File: src/rtl/core/bssc_pkg.sv
// shared constants, types and modular add for the bounded step sequence counter
package bssc_pkg;

   // payload widths
   localparam int unsigned ELEM_W = 8;
   localparam int unsigned MAXV_W = 8;
   localparam int unsigned WAYS_W = 30;

   // default row size and register reset value
   localparam int unsigned MAX_VALUE_LIMIT_DEF = 128;
   localparam logic [MAXV_W-1:0] MAX_VALUE_RESET = 8'd100;

   // counts are kept modulo this prime
   localparam logic [WAYS_W-1:0] COUNT_MOD = 30'd1000000007;

   // command from the control fsm to the row engine
   typedef struct packed {
      logic              start;
      logic              first;
      logic [ELEM_W-1:0] elem;
   } row_cmd_type;

   // status from the row engine back to the control fsm
   typedef struct packed {
      logic              done;
      logic [WAYS_W-1:0] sum;
   } row_stat_type;

   // sum of two reduced counts, reduced again
   function automatic logic [WAYS_W-1:0] mod_add(input logic [WAYS_W-1:0] a,
                                                 input logic [WAYS_W-1:0] b);
      logic [WAYS_W:0] s;
      s = {1'b0, a} + {1'b0, b};
      if (s >= {1'b0, COUNT_MOD}) begin
         s = s - {1'b0, COUNT_MOD};
      end
      return s[WAYS_W-1:0];
   endfunction

endpackage

File: src/rtl/core/bssc_if.sv
// request, response and register write channel interfaces

// request channel: one sequence position
interface bssc_req_if;
   import bssc_pkg::*;
   logic              valid;
   logic              ready;
   logic [ELEM_W-1:0] element_value;
   logic              is_last;
   modport source (output valid, output element_value, output is_last, input ready);
   modport sink   (input valid, input element_value, input is_last, output ready);
endinterface

// response channel: sequence count
interface bssc_rsp_if;
   import bssc_pkg::*;
   logic              valid;
   logic              ready;
   logic [WAYS_W-1:0] ways;
   modport source (output valid, output ways, input ready);
   modport sink   (input valid, input ways, output ready);
endinterface

// register write channel: max_value
interface bssc_csr_if;
   import bssc_pkg::*;
   logic              valid;
   logic              ready;
   logic [MAXV_W-1:0] max_value;
   modport source (output valid, output max_value, input ready);
   modport sink   (input valid, input max_value, output ready);
endinterface

File: src/rtl/core/bssc_row_engine.sv
// count row memory with one read-modify-write pass per request
module bssc_row_engine #(
   parameter int unsigned MAX_VALUE_LIMIT = bssc_pkg::MAX_VALUE_LIMIT_DEF
) (
   input  logic                         clock,
   input  logic                         reset,
   input  bssc_pkg::row_cmd_type        cmd,
   input  logic [bssc_pkg::MAXV_W-1:0]  max_value,
   output bssc_pkg::row_stat_type       stat
);
   import bssc_pkg::*;

   localparam int unsigned AW = $clog2(MAX_VALUE_LIMIT);
   localparam int unsigned CW = ((AW > MAXV_W) ? AW : MAXV_W) + 1;
   localparam logic [CW-1:0] LIMIT_C = CW'(MAX_VALUE_LIMIT);

   // count row, entry k holds the count for value k+1
   logic [WAYS_W-1:0] mem [MAX_VALUE_LIMIT];

   // pass control
   logic              run_ff, run_in;
   logic [CW-1:0]     rd_cnt_ff, rd_cnt_in;
   logic              first_ff;
   logic [ELEM_W-1:0] elem_ff;
   logic [AW-1:0]     rd_addr;

   // read arrival stage
   logic              arr_vld_ff;
   logic [CW-1:0]     arr_idx_ff;
   logic [WAYS_W-1:0] rdata_ff;

   // sliding window over the old row
   logic [WAYS_W-1:0] a_ff, a_in;
   logic [WAYS_W-1:0] pair_ff, pair_in;

   // write stage
   logic              wr_vld_ff, wr_vld_in;
   logic [AW-1:0]     wr_addr_ff, wr_addr_in;
   logic [WAYS_W-1:0] wr_data_ff, wr_data_in;
   logic              wr_last_ff, wr_last_in;

   logic [WAYS_W-1:0] sum_ff;
   logic              done_ff;

   logic [CW-1:0]     m_eff;
   logic [CW-1:0]     k_idx;
   logic [WAYS_W-1:0] old_j;
   logic [WAYS_W-1:0] sum3;
   logic              allowed;

   // effective value limit, clamped to the row size
   always_comb begin
      m_eff = (CW'(max_value) > LIMIT_C) ? LIMIT_C : CW'(max_value);
   end

   // read counter walks 0..LIMIT, the last step is the zero edge entry
   always_comb begin
      run_in    = run_ff && (rd_cnt_ff != LIMIT_C);
      rd_cnt_in = rd_cnt_ff + 1'b1;
      if (cmd.start) begin
         run_in    = 1'b1;
         rd_cnt_in = '0;
      end
      rd_addr = (rd_cnt_ff == LIMIT_C) ? '0 : rd_cnt_ff[AW-1:0];
   end

   // new entry k = old k-1 + old k + old k+1, masked by value limit and fixed value
   always_comb begin
      old_j      = (arr_idx_ff < m_eff) ? rdata_ff : '0;
      sum3       = mod_add(pair_ff, old_j);
      pair_in    = mod_add(a_ff, old_j);
      a_in       = old_j;
      k_idx      = arr_idx_ff - 1'b1;
      allowed    = (k_idx < m_eff) &&
                   ((elem_ff == '0) || (CW'(elem_ff) == arr_idx_ff));
      wr_data_in = allowed ? (first_ff ? WAYS_W'(1) : sum3) : '0;
      wr_vld_in  = arr_vld_ff && (arr_idx_ff != '0);
      wr_addr_in = k_idx[AW-1:0];
      wr_last_in = (arr_idx_ff == LIMIT_C);
   end

   // control registers
   always_ff @(posedge clock) begin
      if (reset) begin
         run_ff     <= 1'b0;
         rd_cnt_ff  <= '0;
         arr_vld_ff <= 1'b0;
         wr_vld_ff  <= 1'b0;
         done_ff    <= 1'b0;
      end else begin
         run_ff     <= run_in;
         rd_cnt_ff  <= rd_cnt_in;
         arr_vld_ff <= run_ff;
         wr_vld_ff  <= wr_vld_in;
         done_ff    <= wr_vld_ff && wr_last_ff;
      end
   end

   // request fields latched for the pass
   always_ff @(posedge clock) begin
      if (cmd.start) begin
         first_ff <= cmd.first;
         elem_ff  <= cmd.elem;
      end
   end

   // memory read port, registered read data
   always_ff @(posedge clock) begin
      arr_idx_ff <= rd_cnt_ff;
      if (run_ff) begin
         rdata_ff <= mem[rd_addr];
      end
   end

   // window registers, cleared at pass start for the zero low edge
   always_ff @(posedge clock) begin
      if (cmd.start) begin
         a_ff    <= '0;
         pair_ff <= '0;
      end else if (arr_vld_ff) begin
         a_ff    <= a_in;
         pair_ff <= pair_in;
      end
   end

   // write stage registers
   always_ff @(posedge clock) begin
      wr_addr_ff <= wr_addr_in;
      wr_data_ff <= wr_data_in;
      wr_last_ff <= wr_last_in;
   end

   // memory write port and running sum of the new row
   always_ff @(posedge clock) begin
      if (cmd.start) begin
         sum_ff <= '0;
      end else if (wr_vld_ff) begin
         sum_ff <= mod_add(sum_ff, wr_data_ff);
      end
      if (wr_vld_ff) begin
         mem[wr_addr_ff] <= wr_data_ff;
      end
   end

   assign stat.done = done_ff;
   assign stat.sum  = sum_ff;

endmodule

File: src/rtl/core/bounded_step_sequence_counter.sv
// top level: request control, register and response output of the sequence counter
//
//   channel   dir  payload                  meaning
//   req_chan  in   element_value, is_last   one sequence position
//   rsp_chan  out  ways                     count of sequences, on a last position
//   csr_chan  in   max_value                largest allowed value
//
// each request holds the request channel until the row engine has walked the whole
// count row once through its single read and single write memory port; a last request
// also loads the response register before the next request is accepted.
// reset needs no clearing pass: the first request of a sequence rewrites every entry.
// a finished count waits in the response register; a last request that completes
// while that register is still full holds until it drains.
module bounded_step_sequence_counter #(
   parameter int unsigned MAX_VALUE_LIMIT = bssc_pkg::MAX_VALUE_LIMIT_DEF
) (
   input  logic       clock,
   input  logic       reset,
   bssc_req_if.sink   req_chan,
   bssc_rsp_if.source rsp_chan,
   bssc_csr_if.sink   csr_chan
);
   import bssc_pkg::*;

   localparam logic [1:0] ST_IDLE = 2'd0;
   localparam logic [1:0] ST_BUSY = 2'd1;
   localparam logic [1:0] ST_EMIT = 2'd2;

   logic [1:0]        state_ff, state_in;
   logic              first_ff, first_in;
   logic              last_ff;
   logic [MAXV_W-1:0] max_value_ff;
   logic              rsp_valid_ff, rsp_valid_in;
   logic [WAYS_W-1:0] ways_ff;
   logic              req_take;
   logic              emit;
   row_cmd_type       cmd;
   row_stat_type      stat;

   assign req_chan.ready = (state_ff == ST_IDLE);
   assign csr_chan.ready = 1'b1;
   assign req_take       = req_chan.valid && req_chan.ready;

   // start a row pass on each request
   assign cmd.start = req_take;
   assign cmd.first = first_ff;
   assign cmd.elem  = req_chan.element_value;

   // response register frees up when taken
   assign emit = (state_ff == ST_EMIT) && (!rsp_valid_ff || rsp_chan.ready);

   // control fsm
   always_comb begin
      state_in     = state_ff;
      first_in     = first_ff;
      rsp_valid_in = rsp_valid_ff && !rsp_chan.ready;
      unique case (state_ff)
         ST_IDLE: begin
            if (req_take) begin
               state_in = ST_BUSY;
               first_in = 1'b0;
            end
         end
         ST_BUSY: begin
            if (stat.done) begin
               state_in = last_ff ? ST_EMIT : ST_IDLE;
            end
         end
         ST_EMIT: begin
            if (emit) begin
               state_in     = ST_IDLE;
               first_in     = 1'b1;
               rsp_valid_in = 1'b1;
            end
         end
         default: begin
            state_in = ST_IDLE;
         end
      endcase
   end

   always_ff @(posedge clock) begin
      if (reset) begin
         state_ff     <= ST_IDLE;
         first_ff     <= 1'b1;
         rsp_valid_ff <= 1'b0;
         max_value_ff <= MAX_VALUE_RESET;
      end else begin
         state_ff     <= state_in;
         first_ff     <= first_in;
         rsp_valid_ff <= rsp_valid_in;
         if (csr_chan.valid) begin
            max_value_ff <= csr_chan.max_value;
         end
      end
   end

   // request last mark and response payload
   always_ff @(posedge clock) begin
      if (req_take) begin
         last_ff <= req_chan.is_last;
      end
      if (emit) begin
         ways_ff <= stat.sum;
      end
   end

   assign rsp_chan.valid = rsp_valid_ff;
   assign rsp_chan.ways  = ways_ff;

   bssc_row_engine #(
      .MAX_VALUE_LIMIT (MAX_VALUE_LIMIT)
   ) u_row_engine (
      .clock     (clock),
      .reset     (reset),
      .cmd       (cmd),
      .max_value (max_value_ff),
      .stat      (stat)
   );

endmodule
File: src/flat_wrapper.sv
// flat-port wrapper written by rule: the top's interface ports become plain ports
module bounded_step_sequence_counter_flat import bssc_pkg::*;
#(
   parameter int unsigned MAX_VALUE_LIMIT = bssc_pkg::MAX_VALUE_LIMIT_DEF
)
  (clock, reset, req_chan_valid, req_chan_element_value, req_chan_is_last, req_chan_ready, rsp_chan_valid, rsp_chan_ways, rsp_chan_ready, csr_chan_valid, csr_chan_max_value, csr_chan_ready);
  bssc_req_if req_chan_i ();
  bssc_rsp_if rsp_chan_i ();
  bssc_csr_if csr_chan_i ();
  input  logic clock;
  input  logic reset;
  input wire logic [$bits(req_chan_i.valid)-1:0] req_chan_valid;
  input wire logic [$bits(req_chan_i.element_value)-1:0] req_chan_element_value;
  input wire logic [$bits(req_chan_i.is_last)-1:0] req_chan_is_last;
  output wire logic [$bits(req_chan_i.ready)-1:0] req_chan_ready;
  output wire logic [$bits(rsp_chan_i.valid)-1:0] rsp_chan_valid;
  output wire logic [$bits(rsp_chan_i.ways)-1:0] rsp_chan_ways;
  input wire logic [$bits(rsp_chan_i.ready)-1:0] rsp_chan_ready;
  input wire logic [$bits(csr_chan_i.valid)-1:0] csr_chan_valid;
  input wire logic [$bits(csr_chan_i.max_value)-1:0] csr_chan_max_value;
  output wire logic [$bits(csr_chan_i.ready)-1:0] csr_chan_ready;
  assign req_chan_i.valid = req_chan_valid;
  assign req_chan_i.element_value = req_chan_element_value;
  assign req_chan_i.is_last = req_chan_is_last;
  assign req_chan_ready = req_chan_i.ready;
  assign rsp_chan_valid = rsp_chan_i.valid;
  assign rsp_chan_ways = rsp_chan_i.ways;
  assign rsp_chan_i.ready = rsp_chan_ready;
  assign csr_chan_i.valid = csr_chan_valid;
  assign csr_chan_i.max_value = csr_chan_max_value;
  assign csr_chan_ready = csr_chan_i.ready;
  bounded_step_sequence_counter #(.MAX_VALUE_LIMIT(MAX_VALUE_LIMIT)) u_core (.clock(clock), .reset(reset), .req_chan(req_chan_i), .rsp_chan(rsp_chan_i), .csr_chan(csr_chan_i));
endmodule
File: config.mk
export PLATFORM = sky130hd
export DESIGN_NAME = bounded_step_sequence_counter_flat
export DESIGN_NICKNAME = d
export VERILOG_FILES = /design/src/rtl/core/bssc_pkg.sv /design/src/rtl/core/bssc_if.sv /design/src/rtl/core/bssc_row_engine.sv /design/src/rtl/core/bounded_step_sequence_counter.sv /design/src/flat_wrapper.sv
export SDC_FILE = /design/constraint.sdc
export NUM_CORES = 2
export LEC_CHECK = 0
export BUFFER_PORTS_ARGS = -buffer_cell sky130_fd_sc_hd__buf_4
export CORE_MARGIN = 2
export CORE_UTILIZATION = 45
export DETAILED_ROUTE_END_ITERATION = 12
export SLEW_MARGIN = 25
export SYNTH_ARGS = -nofsm -noshare
export SYNTH_HDL_FRONTEND = slang
export SYNTH_SLANG_ARGS = --single-unit
File: constraint.sdc
create_clock -name clock -period 9.55 [get_ports clock]
set_input_delay 0.4775 -clock clock [delete_from_list [all_inputs] [get_ports clock]]
set_output_delay 0.4775 -clock clock [all_outputs]
set_load 0.01 [all_outputs]
==> metrics.md <==
| Metric | Value |
|---|---|
| Run status | complete, no violations |
| Number of max-cap violations | 0 |
| Clk root buf | clkbuf_16 |
| Drt total wl | between 400 and 500 mm |
| Worst R2R Path Depth | 27 |
| CP Launch Type | register |
| Drt wl/cell | a little over 30 um |
| First-pass GRT wire length | approximately 670 mm |
| Worst r2r src | u_core.max_value_ff[7]$_SDFFE_PP0P_ |
| Cell area after layout | 0.187 sq mm |
| Slew @ Worst Pin | about 1.2 ns |
| Top achievable clock speed | 127 MHz |
| CTS H-Tree Depth | 5 |
| VDD IR-drop max | 0.158 mV |
| Leading cell type in the layout, fill and taps excluded | edfxtp_1 |
| CP peak stage delay | 0.91 ns |
| CP top delay family | compound AO/OA/AOI/OAI gates |
| Num CTS Buffers | 410 |
| Die X-Extent | slightly above 600 um |
| Total track usage | 24.6% |
| Port bufs | between 50 and 60 |
| Cell mode on critical path | o21ai_0 |
| Setup WS pre-CTS | around 1.4 ns |
| Fin worst setup slack | about 1.7 ns |
| Initial core utilization | around 45% |
| Vias post-DR | between 90k and 100k |
| Layout cells sized above 1 | about 19% |
| Worst slew margin | around 22% |
| Sequential area share after synthesis | between 70% and 80% |
| Final Max Slew Viols | 0 |
| Core box area | 0.369 sq mm |
| Vias in the first global route | ~90k |
| Period utilization | about 83% |
| Total iterations of the first detailed-routing run | 8 |
| Final Net Count | ~9.9k |
| Arrival time worst endpoint | roughly 8.7 ns |
| Crit-path max FO | 26 |
| FFs w/ async S/R, synth | 0% |
| Share of the synthesized area in the top cell type | a little over two thirds |
| DRC | 0 |
| DRT iter0 DRCs | approximately 13k |
| Row count | about 220 |
| Final setup violation count | 0 |
| Mapped Cells | approximately 10k |
| Dpl hpwl | between 200 and 300 mm |
| Final design utilization | between 50% and 60% |
| Unique masters post-synth | 77 |
| Height of the chip | just over 600 um |
| Syn_nets | just under 10k |
| Leakage | 0.0470 uW |
| Synth area leaders | edfxtp_1 (70%), mux4_2 (11%), or3_1 (3.7%) |
| Commonest cells after routing, fill and taps aside | edfxtp_1 (3910), o21ai_0 (1119), or3_1 (985), mux4_2 (780), o211ai_1 (499) |
| Fin. Hold Viols | 0 |
| Clock sinks | ~4.1k |
| Synth Cell Area | between 0.15 and 0.2 sq mm |
| Pwr Density | approximately 200 mW/mm^2 |
| Hold Path Stages | 2 |
| FF/Latch Area | 0.121 sq mm |
| DIE AREA | about 0.38 sq mm |
| CTS tree | done |
| Fillers | 29.6k |
| Avg Cell Area, Syn | 17.1 sq um |
| Worst EP required | 10.35 ns |
| Hold path startpoint | req_chan_element_value[6] |
| Largest net degree at the start of global routing | 190 |
| Worst-skew pair later-pin latency | between 0.9 and 1 ns |
| Initial antenna violation count | between 40 and 50 |
| Total grt overflow | 0 |
| I/O pin count | 55 |
| Reg-to-reg slack, setup | 1.67 ns |
| GP Congestion | ~0.86 |
| Critical path class | register to register |
| P&R area growth vs syn | 12.4% |
| Worst-path clk slew | 0.06 ns |
| Type of the worst min-delay path | input pin to register |
| Dominant cell type by area after synthesis | edfxtp_1 |
| Placed Area | approximately 0.17 sq mm |
| Fin crit period | 7.88 ns |
| Reg-to-Reg End | u_core.u_row_engine.pair_ff[13]$_SDFFE_PP0P_ |
| Bufs and invs on worst path | 3 |
| Synth warn | 0 |
| Ys flop type | edfxtp_1 |
| Vias per cell | 6.26 |
| Hold slack | around 0.26 ns |
| Worst Hold End | u_core.u_row_engine.elem_ff[6]$_DFFE_PP_ |
| ANT nets after route | 0 |
| Layout Skew | 0.0620 ns |
| Unrepaired setup endpoints after global routing | false |
| Seq cells post-synth | roughly 4k |
| Crit. End Element | register |
| Setup TNS | 0 ns |
| Multi-input gate area | about 0.044 sq mm |
| Critical-path top delay cell | o41ai_1 |
| Bufs on Longest Clock Path | 4 |
| Post-synth EDFFs | ~4k |
[flip-flops by register name, indices dropped and copies added, names as in the netlist, 8 cells and up]
name,cells
u_core.u_row_engine.rdata_ff,30
u_core.u_row_engine.rd_cnt_ff,9
u_core.max_value_ff,8
u_core.u_row_engine.a_ff,30
u_core.u_row_engine.pair_ff,30
u_core.u_row_engine.mem,3840
u_core.u_row_engine.arr_idx_ff,9
u_core.u_row_engine.elem_ff,8
u_core.u_row_engine.sum_ff,30
u_core.rsp_chan.ways,30
u_core.u_row_engine.wr_data_ff,30
[synthesized netlist by cell type, types with 54 or more instances]
cell	count
a21oi_1	211
and2_1	54
buf_1	64
clkbuf_1	645
dfxtp_1	162
edfxtp_1	3910
ha_1	111
mux4_2	780
nand2_1	170
nand3_1	87
nor2_1	267
o211ai_1	499
o21ai_0	1121
or3_1	985
xnor2_1	85
xor2_1	54
[worst reg2reg max path, cell delays in order, from the launching register on]
cell	delay (ns)
dfxtp_1	0.34
inv_1	0.20
nand2_1	0.12
ha_1	0.29
a21oi_1	0.14
nor2b_1	0.07
o21ai_0	0.17
nand2b_1	0.08
a21oi_1	0.18
nor2b_1	0.07
o21ai_0	0.15
nand2b_1	0.12
a211oi_4	0.51
buf_4	0.33
and2_1	0.22
ha_1	0.28
o21ai_0	0.17
o21ai_0	0.80
nand2_1	0.17
a221oi_1	0.52
nand4_1	0.29
o41ai_1	0.91
a21boi_0	0.44
o31a_1	0.38
buf_4	0.24
nor3_1	0.30
xnor2_1	0.16
a21oi_1	0.09
[power by group]
part,switching (uW),total [uW],internal [uW]
sequential,70.9,19400,19300
clock,6760,15700,8940
combinational,990,1480,494
total,7820,36600,28800
[area by class of cell]
| cell class | count | share of cell area [%] |
|---|---|---|
| flip-flops and latches | 4072 | 64.5 |
| multi-input cells | 4944 | 23.6 |
| repair buffers | 346 | 1.58 |
| clock inverters | 243 | 1.13 |
| clock buffers | 519 | 5.82 |
| inverters | 36 | 0.0761 |
| well taps | 4950 | 3.31 |
| diodes | 15 | 0.0200 |
[worst max-delay path by stage]
stage / startpoint / end / depth (start not counted)
2_1_floorplan: u_core.u_row_engine.arr_idx_ff[0]$_DFF_P_ / u_core.u_row_engine.wr_data_ff[26]$_SDFF_PP0_ / 30
3_3_place_gp: u_core.max_value_ff[7]$_SDFFE_PP0P_ / u_core.u_row_engine.wr_data_ff[4]$_SDFF_PP0_ / 27
3_5_place_dp: u_core.max_value_ff[7]$_SDFFE_PP0P_ / u_core.u_row_engine.wr_data_ff[7]$_SDFF_PP0_ / 27
4_1_cts: u_core.max_value_ff[7]$_SDFFE_PP0P_ / u_core.u_row_engine.wr_data_ff[7]$_SDFF_PP0_ / 27
5_1_grt: u_core.max_value_ff[7]$_SDFFE_PP0P_ / u_core.u_row_engine.wr_data_ff[23]$_SDFF_PP0_ / 28
6_report: u_core.max_value_ff[7]$_SDFFE_PP0P_ / u_core.u_row_engine.pair_ff[13]$_SDFFE_PP0P_ / 27
[per-layer routing]
layer	GRT usage (%)	share of wire [%]	vias up
met3	3.62	8.7	583
li1	-	-	39900
met1	36.1	42	50000
met5	0	0.012	-
met2	38.3	47	4204
met4	7.23	3.0	8
[logic make-up (layout without fill, tap and decap cells)]
group / count (synthesis) / count (layout) / synth area share [%]
mux: 826 / 826 / 10.8
flops: 4072 / 4072 / 72.4
buf+inv: 750 / 1144 / 1.70
fa+ha+maj: 114 / 114 / 0.870
other cells: 1 / 16 / 0.00225
compound gates: 2067 / 2067 / 7.39
xor+xnor: 139 / 139 / 0.731
simple gates: 1797 / 1797 / 6.06
[metrics by stage]
stage | total power [uW] | cells
6_report | 36600 | 15100
5_1_grt | 37600 | 15100
4_1_cts | 36800 | 15100
3_5_place_dp | 21200 | 14300
3_3_place_gp | 21200 | 14300
2_1_floorplan | 20800 | 9766
[timing repair]
action                                 CTS  global route
resized for setup                        0             0
hold buffers                            34             0
endpoints found under the hold margin   25             0
setup buffers                            0             0
Note: power is estimated with default switching activity, not from simulation.
